$ cat src/hdl/isbs_pkg.sv
// isbs_pkg: shared widths, operation codes and status codes for the
// bounded search stack. No dependencies.
`timescale 1ns / 1ps

package isbs_pkg;

  localparam int STACK_DEPTH = 64;
  localparam int WORD_W      = 32;
  localparam int ADDR_W      = $clog2(STACK_DEPTH);
  localparam int CNT_W       = $clog2(STACK_DEPTH + 1);

  localparam int KIND_W   = 2;
  localparam int STATUS_W = 2;

  // stream word widths, padded to whole bytes
  localparam int IN_DATA_W  = 2 * WORD_W;
  localparam int OUT_BITS   = WORD_W + 3 + STATUS_W;
  localparam int OUT_DATA_W = ((OUT_BITS + 7) / 8) * 8;

  localparam logic [KIND_W-1:0] KIND_PUSH = 2'd0;
  localparam logic [KIND_W-1:0] KIND_POP  = 2'd1;

  localparam logic [STATUS_W-1:0] STAT_OK        = 2'd0;
  localparam logic [STATUS_W-1:0] STAT_OVERFLOW  = 2'd1;
  localparam logic [STATUS_W-1:0] STAT_UNDERFLOW = 2'd2;

endpackage

$ cat src/hdl/isbs_ram.sv
// isbs_ram: generic simple dual-port RAM, one write and one registered
// read port. No dependencies.
`timescale 1ns / 1ps

module isbs_ram #(
  parameter int DEPTH = 64,
  parameter int WIDTH = 32
) (
  input  logic                     clk,
  input  logic                     wr_en,
  input  logic [$clog2(DEPTH)-1:0] wr_addr,
  input  logic [WIDTH-1:0]         wr_data,
  input  logic                     rd_en,
  input  logic [$clog2(DEPTH)-1:0] rd_addr,
  output logic [WIDTH-1:0]         rd_data
);

  logic [WIDTH-1:0] mem [DEPTH];

  always_ff @(posedge clk) begin
    if (wr_en) begin
      mem[wr_addr] <= wr_data;
    end
  end

  always_ff @(posedge clk) begin
    if (rd_en) begin
      rd_data <= mem[rd_addr];
    end
  end

endmodule

$ cat src/hdl/int_stack_with_bounded_search.sv
// int_stack_with_bounded_search: LIFO of signed 32-bit words with a downward
// search bounded by a limit word. Depends on isbs_pkg and isbs_ram.
// Steps: a push that fits writes the new top and scans down from the old
// top; pop, probe and a dropped push read the top, then scan below it; an op
// that starts or ends on an empty stack goes straight to the result. One item
// in flight; a new word is taken once the previous result has moved into the
// output register. The single RAM read port, one entry per cycle, sets the
// scan time. Synchronous active-high rst clears the fill count and control;
// RAM contents are undefined until pushed.
`timescale 1ns / 1ps

module int_stack_with_bounded_search
  import isbs_pkg::*;
(
  input  logic                  clk,
  input  logic                  rst,
  // input word
  input  logic                  s_tvalid,
  output logic                  s_tready,
  input  logic [IN_DATA_W-1:0]  s_tdata,  // [31:0] value, [63:32] limit
  input  logic [KIND_W-1:0]     s_tuser,  // [1:0] kind
  // result word
  output logic                  m_tvalid,
  input  logic                  m_tready,
  output logic [OUT_DATA_W-1:0] m_tdata   // [31:0] top_word, [32] empty_res,
                                          // [33] found_under, [34] directly_under,
                                          // [36:35] status, [39:37] zero
);

  typedef enum logic [1:0] {
    S_IDLE,
    S_TOP,     // read of the top entry in flight
    S_SCAN,    // read of an entry below the top in flight
    S_FINISH   // result ready, waiting for the output register
  } state_t;

  state_t state, state_next;

  logic [CNT_W-1:0]    cnt, cnt_next;      // entries held
  logic [ADDR_W-1:0]   cur, cur_next;      // address of read in flight
  logic [WORD_W-1:0]   key, key_next;
  logic [WORD_W-1:0]   lim, lim_next;
  logic [WORD_W-1:0]   top, top_next;
  logic                under, under_next;
  logic                found, found_next;
  logic                first, first_next;  // next scanned entry is just below top
  logic [STATUS_W-1:0] status, status_next;

  // RAM port
  logic              wr_en;
  logic [ADDR_W-1:0] wr_addr;
  logic              rd_en;
  logic [ADDR_W-1:0] rd_addr;
  logic [WORD_W-1:0] rd_data;

  logic [CNT_W-1:0]  cnt_m1, cnt_m2;
  logic [ADDR_W-1:0] cur_m1;
  logic              load_out;

  isbs_ram #(
    .DEPTH (STACK_DEPTH),
    .WIDTH (WORD_W)
  ) u_ram (
    .clk     (clk),
    .wr_en   (wr_en),
    .wr_addr (wr_addr),
    .wr_data (s_tdata[WORD_W-1:0]),
    .rd_en   (rd_en),
    .rd_addr (rd_addr),
    .rd_data (rd_data)
  );

  assign s_tready = (state == S_IDLE);
  assign cnt_m1   = cnt - CNT_W'(1);
  assign cnt_m2   = cnt - CNT_W'(2);
  assign cur_m1   = cur - ADDR_W'(1);
  assign wr_addr  = cnt[ADDR_W-1:0];
  assign load_out = (state == S_FINISH) && (!m_tvalid || m_tready);

  always_comb begin
    state_next  = state;
    cnt_next    = cnt;
    cur_next    = cur;
    key_next    = key;
    lim_next    = lim;
    top_next    = top;
    under_next  = under;
    found_next  = found;
    first_next  = first;
    status_next = status;
    wr_en       = 1'b0;
    rd_en       = 1'b0;
    rd_addr     = cur;

    case (state)
      S_IDLE: begin
        if (s_tvalid) begin
          key_next    = s_tdata[WORD_W-1:0];
          lim_next    = s_tdata[2*WORD_W-1:WORD_W];
          top_next    = '0;
          under_next  = 1'b0;
          found_next  = 1'b0;
          first_next  = 1'b1;
          status_next = STAT_OK;
          case (s_tuser)
            KIND_PUSH: begin
              if (cnt == CNT_W'(STACK_DEPTH)) begin
                // full: drop, report current top
                status_next = STAT_OVERFLOW;
                rd_en       = 1'b1;
                rd_addr     = cnt_m1[ADDR_W-1:0];
                cur_next    = cnt_m1[ADDR_W-1:0];
                state_next  = S_TOP;
              end else begin
                // new top is the pushed word; scan starts at the old top
                wr_en    = 1'b1;
                cnt_next = cnt + CNT_W'(1);
                top_next = s_tdata[WORD_W-1:0];
                if (cnt != '0) begin
                  rd_en      = 1'b1;
                  rd_addr    = cnt_m1[ADDR_W-1:0];
                  cur_next   = cnt_m1[ADDR_W-1:0];
                  state_next = S_SCAN;
                end else begin
                  state_next = S_FINISH;
                end
              end
            end
            KIND_POP: begin
              if (cnt == '0) begin
                status_next = STAT_UNDERFLOW;
                state_next  = S_FINISH;
              end else begin
                cnt_next = cnt_m1;
                if (cnt_m1 != '0) begin
                  rd_en      = 1'b1;
                  rd_addr    = cnt_m2[ADDR_W-1:0];
                  cur_next   = cnt_m2[ADDR_W-1:0];
                  state_next = S_TOP;
                end else begin
                  state_next = S_FINISH;
                end
              end
            end
            default: begin
              // probe, and the unused code
              if (cnt == '0) begin
                status_next = STAT_UNDERFLOW;
                state_next  = S_FINISH;
              end else begin
                rd_en      = 1'b1;
                rd_addr    = cnt_m1[ADDR_W-1:0];
                cur_next   = cnt_m1[ADDR_W-1:0];
                state_next = S_TOP;
              end
            end
          endcase
        end
      end

      S_TOP: begin
        top_next = rd_data;
        if (cnt > CNT_W'(1)) begin
          rd_en      = 1'b1;
          rd_addr    = cur_m1;
          cur_next   = cur_m1;
          state_next = S_SCAN;
        end else begin
          state_next = S_FINISH;
        end
      end

      S_SCAN: begin
        first_next = 1'b0;
        if (first) begin
          under_next = (rd_data == key);
        end
        // value match wins over limit match at the same entry
        if (rd_data == key) begin
          found_next = 1'b1;
          state_next = S_FINISH;
        end else if (rd_data == lim) begin
          state_next = S_FINISH;
        end else if (cur == '0) begin
          state_next = S_FINISH;
        end else begin
          rd_en    = 1'b1;
          rd_addr  = cur_m1;
          cur_next = cur_m1;
        end
      end

      S_FINISH: begin
        if (load_out) begin
          state_next = S_IDLE;
        end
      end

      default: begin
        state_next = S_IDLE;
      end
    endcase
  end

  always_ff @(posedge clk) begin
    if (rst) begin
      state    <= S_IDLE;
      cnt      <= '0;
      m_tvalid <= 1'b0;
    end else begin
      state <= state_next;
      cnt   <= cnt_next;
      if (load_out) begin
        m_tvalid <= 1'b1;
        m_tdata  <= {(OUT_DATA_W - OUT_BITS)'(0), status, under, found,
                     (cnt == '0), top};
      end else if (m_tready) begin
        m_tvalid <= 1'b0;
      end
    end
  end

  // payload registers
  always_ff @(posedge clk) begin
    cur    <= cur_next;
    key    <= key_next;
    lim    <= lim_next;
    top    <= top_next;
    under  <= under_next;
    found  <= found_next;
    first  <= first_next;
    status <= status_next;
  end

endmodule

$ cat config.mk
export PLATFORM = sky130hd
export DESIGN_NAME = int_stack_with_bounded_search
export DESIGN_NICKNAME = d
export VERILOG_FILES = /design/src/hdl/isbs_pkg.sv /design/src/hdl/isbs_ram.sv /design/src/hdl/int_stack_with_bounded_search.sv
export SDC_FILE = /design/constraint.sdc
export NUM_CORES = 2
export LEC_CHECK = 0
export BUFFER_PORTS_ARGS = -buffer_cell sky130_fd_sc_hd__buf_2
export CORE_MARGIN = 4
export CORE_UTILIZATION = 40
export CTS_BUF_LIST = sky130_fd_sc_hd__clkbuf_16
export CTS_CLUSTER_DIAMETER = 50
export DETAILED_ROUTE_END_ITERATION = 6
export PLACE_DENSITY = 0.61
export SYNTH_ARGS = -nofsm -noshare
export SYNTH_HDL_FRONTEND = slang
export SYNTH_HIERARCHICAL = 1
export SYNTH_SLANG_ARGS = --single-unit
$ cat constraint.sdc
create_clock -name clk -period 4.5 [get_ports clk]
set_input_delay 0 -clock clk [delete_from_list [all_inputs] [get_ports clk]]
set_output_delay 0 -clock clk [all_outputs]
set_load 0.02 [all_outputs]
==> out/qor.txt <==
CTS Sinks - 2234
Routed Antenna Nets - 0
Final Max Slew Viols - 0
Pre-antenna DRT Iters - 6
Status - complete, no violations
Detailed Route WL - 235.6 mm
Core area - 214400 um2
Worst slack, placed - -0.2668 ns
Area post-placement - 94180 um2
Setup violations, final - 0
Clock share of power - 24.2%
Element type at the critical path start - flip-flop
Reg-to-Reg Start - u_ram/rd_data[21]
Clock slew at reported path FFs - 0.06 ns
Fin area - 103200 um2
# DRC - 0
Post-route minimum period - 4.421 ns
CTS tree - built
Initial antenna violation count - 9
Fillers - 17420
EDFF count, synth - 2218
Worst Path Class, Setup - flip-flop to flip-flop
# H-tree levels - 4
Cell-internal power - 0.04914 W
DR vias - 45120
# IOs - 112
Yosys cell types - 75
Sequential share of the synthesized area - 77.68%
Area grow syn2layout - 19.78%
Async S/R FF share, synth - 0%
Worst vdd ir - 0.0005170 V
Mean Syn Cell Area - 21.52 um2
R2R depth - 17
Final Wtd Congestion - 0.8205
Sw Share - 34.13%
WP data required - 5.11 ns
Final hold slack - 0.1020 ns
Share of cells above drive strength 1 - 31.35%
Site Rows - 170
Die width - 472.1 um
Fmax - 0.2262 GHz
Initial DRC Count - 5532
Root buf cell - clkbuf_16
Fin crit share - 98.25%
Combinational Power Share - 43.2%
Flop pwr share - 32.7%
R2r setup slk - 0.08 ns
Slew @ Worst Pin - 0.9426 ns
Inserted Clock Buffers - 224
CP startpoint - u_ram/rd_data[21]
Total track usage - 20.92%
Vias in the first global route - 45160
Mapped Cells - 4003
Final Hold Vio Count - 0
IO Port Bufs - 108
Final Power - 0.07460 W
CTS Buffer Depth - 3
Pin count of the biggest net entering global routing - 68
Full die area - 222900 um2
Mapped cell area - 86150 um2
End of the worst register-to-register path - u_ram/rd_data[15]
Switching pwr - 0.02546 W
CP endpoint kind - flip-flop
WHS Path Cells - 3
Critical path arrival - 5.03 ns
Final worst clock skew - 0.07436 ns
Max Cap Viol - 0
Critical path destination - u_ram/rd_data[15]
Net count reported at finish - 4802
Hold WC Path Type - primary input to flip-flop
Via/cell ratio - 5.818
Leakage power - 32.92 nW
Pwr/cell area - 722.9 nW/um2
Clk_lat worst skew - 0.87 ns
First-pass GRT wire length - 336.5 mm
Final setup margin - 0.07880 ns
Relative slew margins - 37.16%
Die H - 472.1 um
#FFs+latches synth - 2234
Initial Util - 40.18%
Ys Warns - 6
Primary FF master, synth - edfxtp_1
WL/cell - 30.38 um
Grt total ovfl - 0
Max FO, Critical Path - 13
DP HPWL - 140.9 mm
-- cells by family after synthesis --
kind of cell / synth area share, %
AND/OR/NAND/NOR: 1.997
multiplexers: 13.85
XOR/XNOR: 0.7523
AO/OA/AOI/OAI: 3.827
buffers and inverters: 1.711
flip-flops: 77.68
other: 0.004353
adder cells (fa/ha/maj): 0.1743
-- repair_timing --
| action | 4_1_cts | 5_1_grt |
|---|---|---|
| gates cloned | 2 | 3 |
| setup buffers | 16 | 12 |
| setup endpoints to repair | 27 | 32 |
| hold endpoints to repair | 2059 | 0 |
| resized for setup | 23 | 59 |
| pin swaps | 5 | 19 |
| hold buffers | 108 | 0 |
-- metal layers --
layer / share of wire, % / wire [um] / GRT usage (%)
met2: 48 / 113700 / 33.88
met4: 2.2 / 5242 / 4.966
met1: 41 / 97200 / 29.86
met5: 0 / 0 / 0
met3: 8.2 / 19420 / 3.502
-- power by group through the flow --
stage	clock network [W]	registers (W)	logic [W]
after global routing	0.0193	0.0244	0.0338
after floorplan	0	0.0246	0.0176
after global placement	0	0.0249	0.0306
final	0.0180	0.0244	0.0322
after detailed placement	0	0.0249	0.0307
after CTS	0.0183	0.0244	0.0315
-- registers in the layout (all words and copies together), names as in the netlist --
register	cells
cur	6
lim	32
under	1
u_ram/rd_data	32
top	32
cnt	7
status	2
u_ram/mem	2048
m_tvalid	1
found	1
first	1
m_tdata	37
key	32
state	2
-- worst min-delay path by stage --
stage / from / end / slack (ns)
2_1_floorplan: s_tdata[0] / key[0] / 0.1
3_3_place_gp: s_tdata[61] / lim[29] / 0.18
5_1_grt: rst / cnt[0] / 0.09
6_report: rst / cnt[4] / 0.10
3_5_place_dp: s_tdata[51] / lim[19] / 0.18
4_1_cts: rst / cnt[4] / 0.03
-- cell usage in the layout, fill, tap and decap left out, types with 16 or more instances in the layout --
| master | instances |
|---|---|
| a22o_1 | 44 |
| nor3_1 | 18 |
| nor2_1 | 51 |
| clkinvlp_4 | 18 |
| edfxtp_1 | 2218 |
| nand3_1 | 50 |
| inv_1 | 59 |
| xnor2_1 | 58 |
| a31oi_1 | 22 |
| clkinv_1 | 45 |
| o22ai_1 | 43 |
| a211oi_1 | 19 |
| mux4_2 | 446 |
| nand2_1 | 47 |
| o21ai_0 | 40 |
| dlygate4sd3_1 | 108 |
| nor2_4 | 65 |
| buf_4 | 385 |
| o221ai_1 | 16 |
| a22oi_1 | 125 |
| a21oi_1 | 36 |
| clkbuf_16 | 228 |
| clkinv_2 | 41 |
| buf_2 | 108 |
| mux2i_1 | 179 |
| buf_12 | 99 |
| nand4_1 | 20 |
-- per-stage QoR --
step	utilization (%)	setup TNS, ns	cells
after floorplan	-	0	4005
after global placement	43.92	-3.324	7193
after detailed placement	43.92	-2.220	7193
after CTS	47.93	-0.03695	7737
after global routing	48.12	-0.02808	7750
final	48.13	0	7755
-- critical path: stages, from the launching register on --
cell and delay (ns):
edfxtp_1 0.59, xnor2_1 0.25, nand4_1 0.12, nor2_1 0.26, nand4_1 0.25, a32oi_2 0.30, nor2_1 0.10, a221o_4 0.41
buf_12 0.20, buf_12 0.19, buf_12 0.15, mux4_2 0.32, mux2i_2 0.23, mux2i_2 0.15, a21oi_4 0.26, buf_4 0.15
a311oi_1 0.04, buf_4 0.15
-- cells in the mapped netlist (44+ instances only) --
library cell,n,area [um2]
xnor2_1,63,551.8
nand3_1,51,255.2
buf_2,57,285.3
a22oi_1,128,960.9
o21ai_0,46,230.2
mux4_2,446,10040
a22o_1,44,385.4
o22ai_1,46,287.8
clkbuf_1,88,330.3
nand2_1,53,198.9
nor2_1,119,446.7
mux2i_1,189,1892
edfxtp_1,2218,66600
-- layout make-up --
class                           instances  area (um2)  area share, %
Inverter                               19       86.33        0.08366
Sequential cell                      2234       66930          64.86
Clock buffer                          225        5630          5.456
Timing Repair Buffer                  715        6799          6.589
Tap cell                             2838        3551          3.441
Multi-Input combinational cell       1526       18600          18.03
Clock inverter                        193        1585          1.536
Antenna cell                            5       12.51        0.01213
Power figures use the tool's default switching activity.
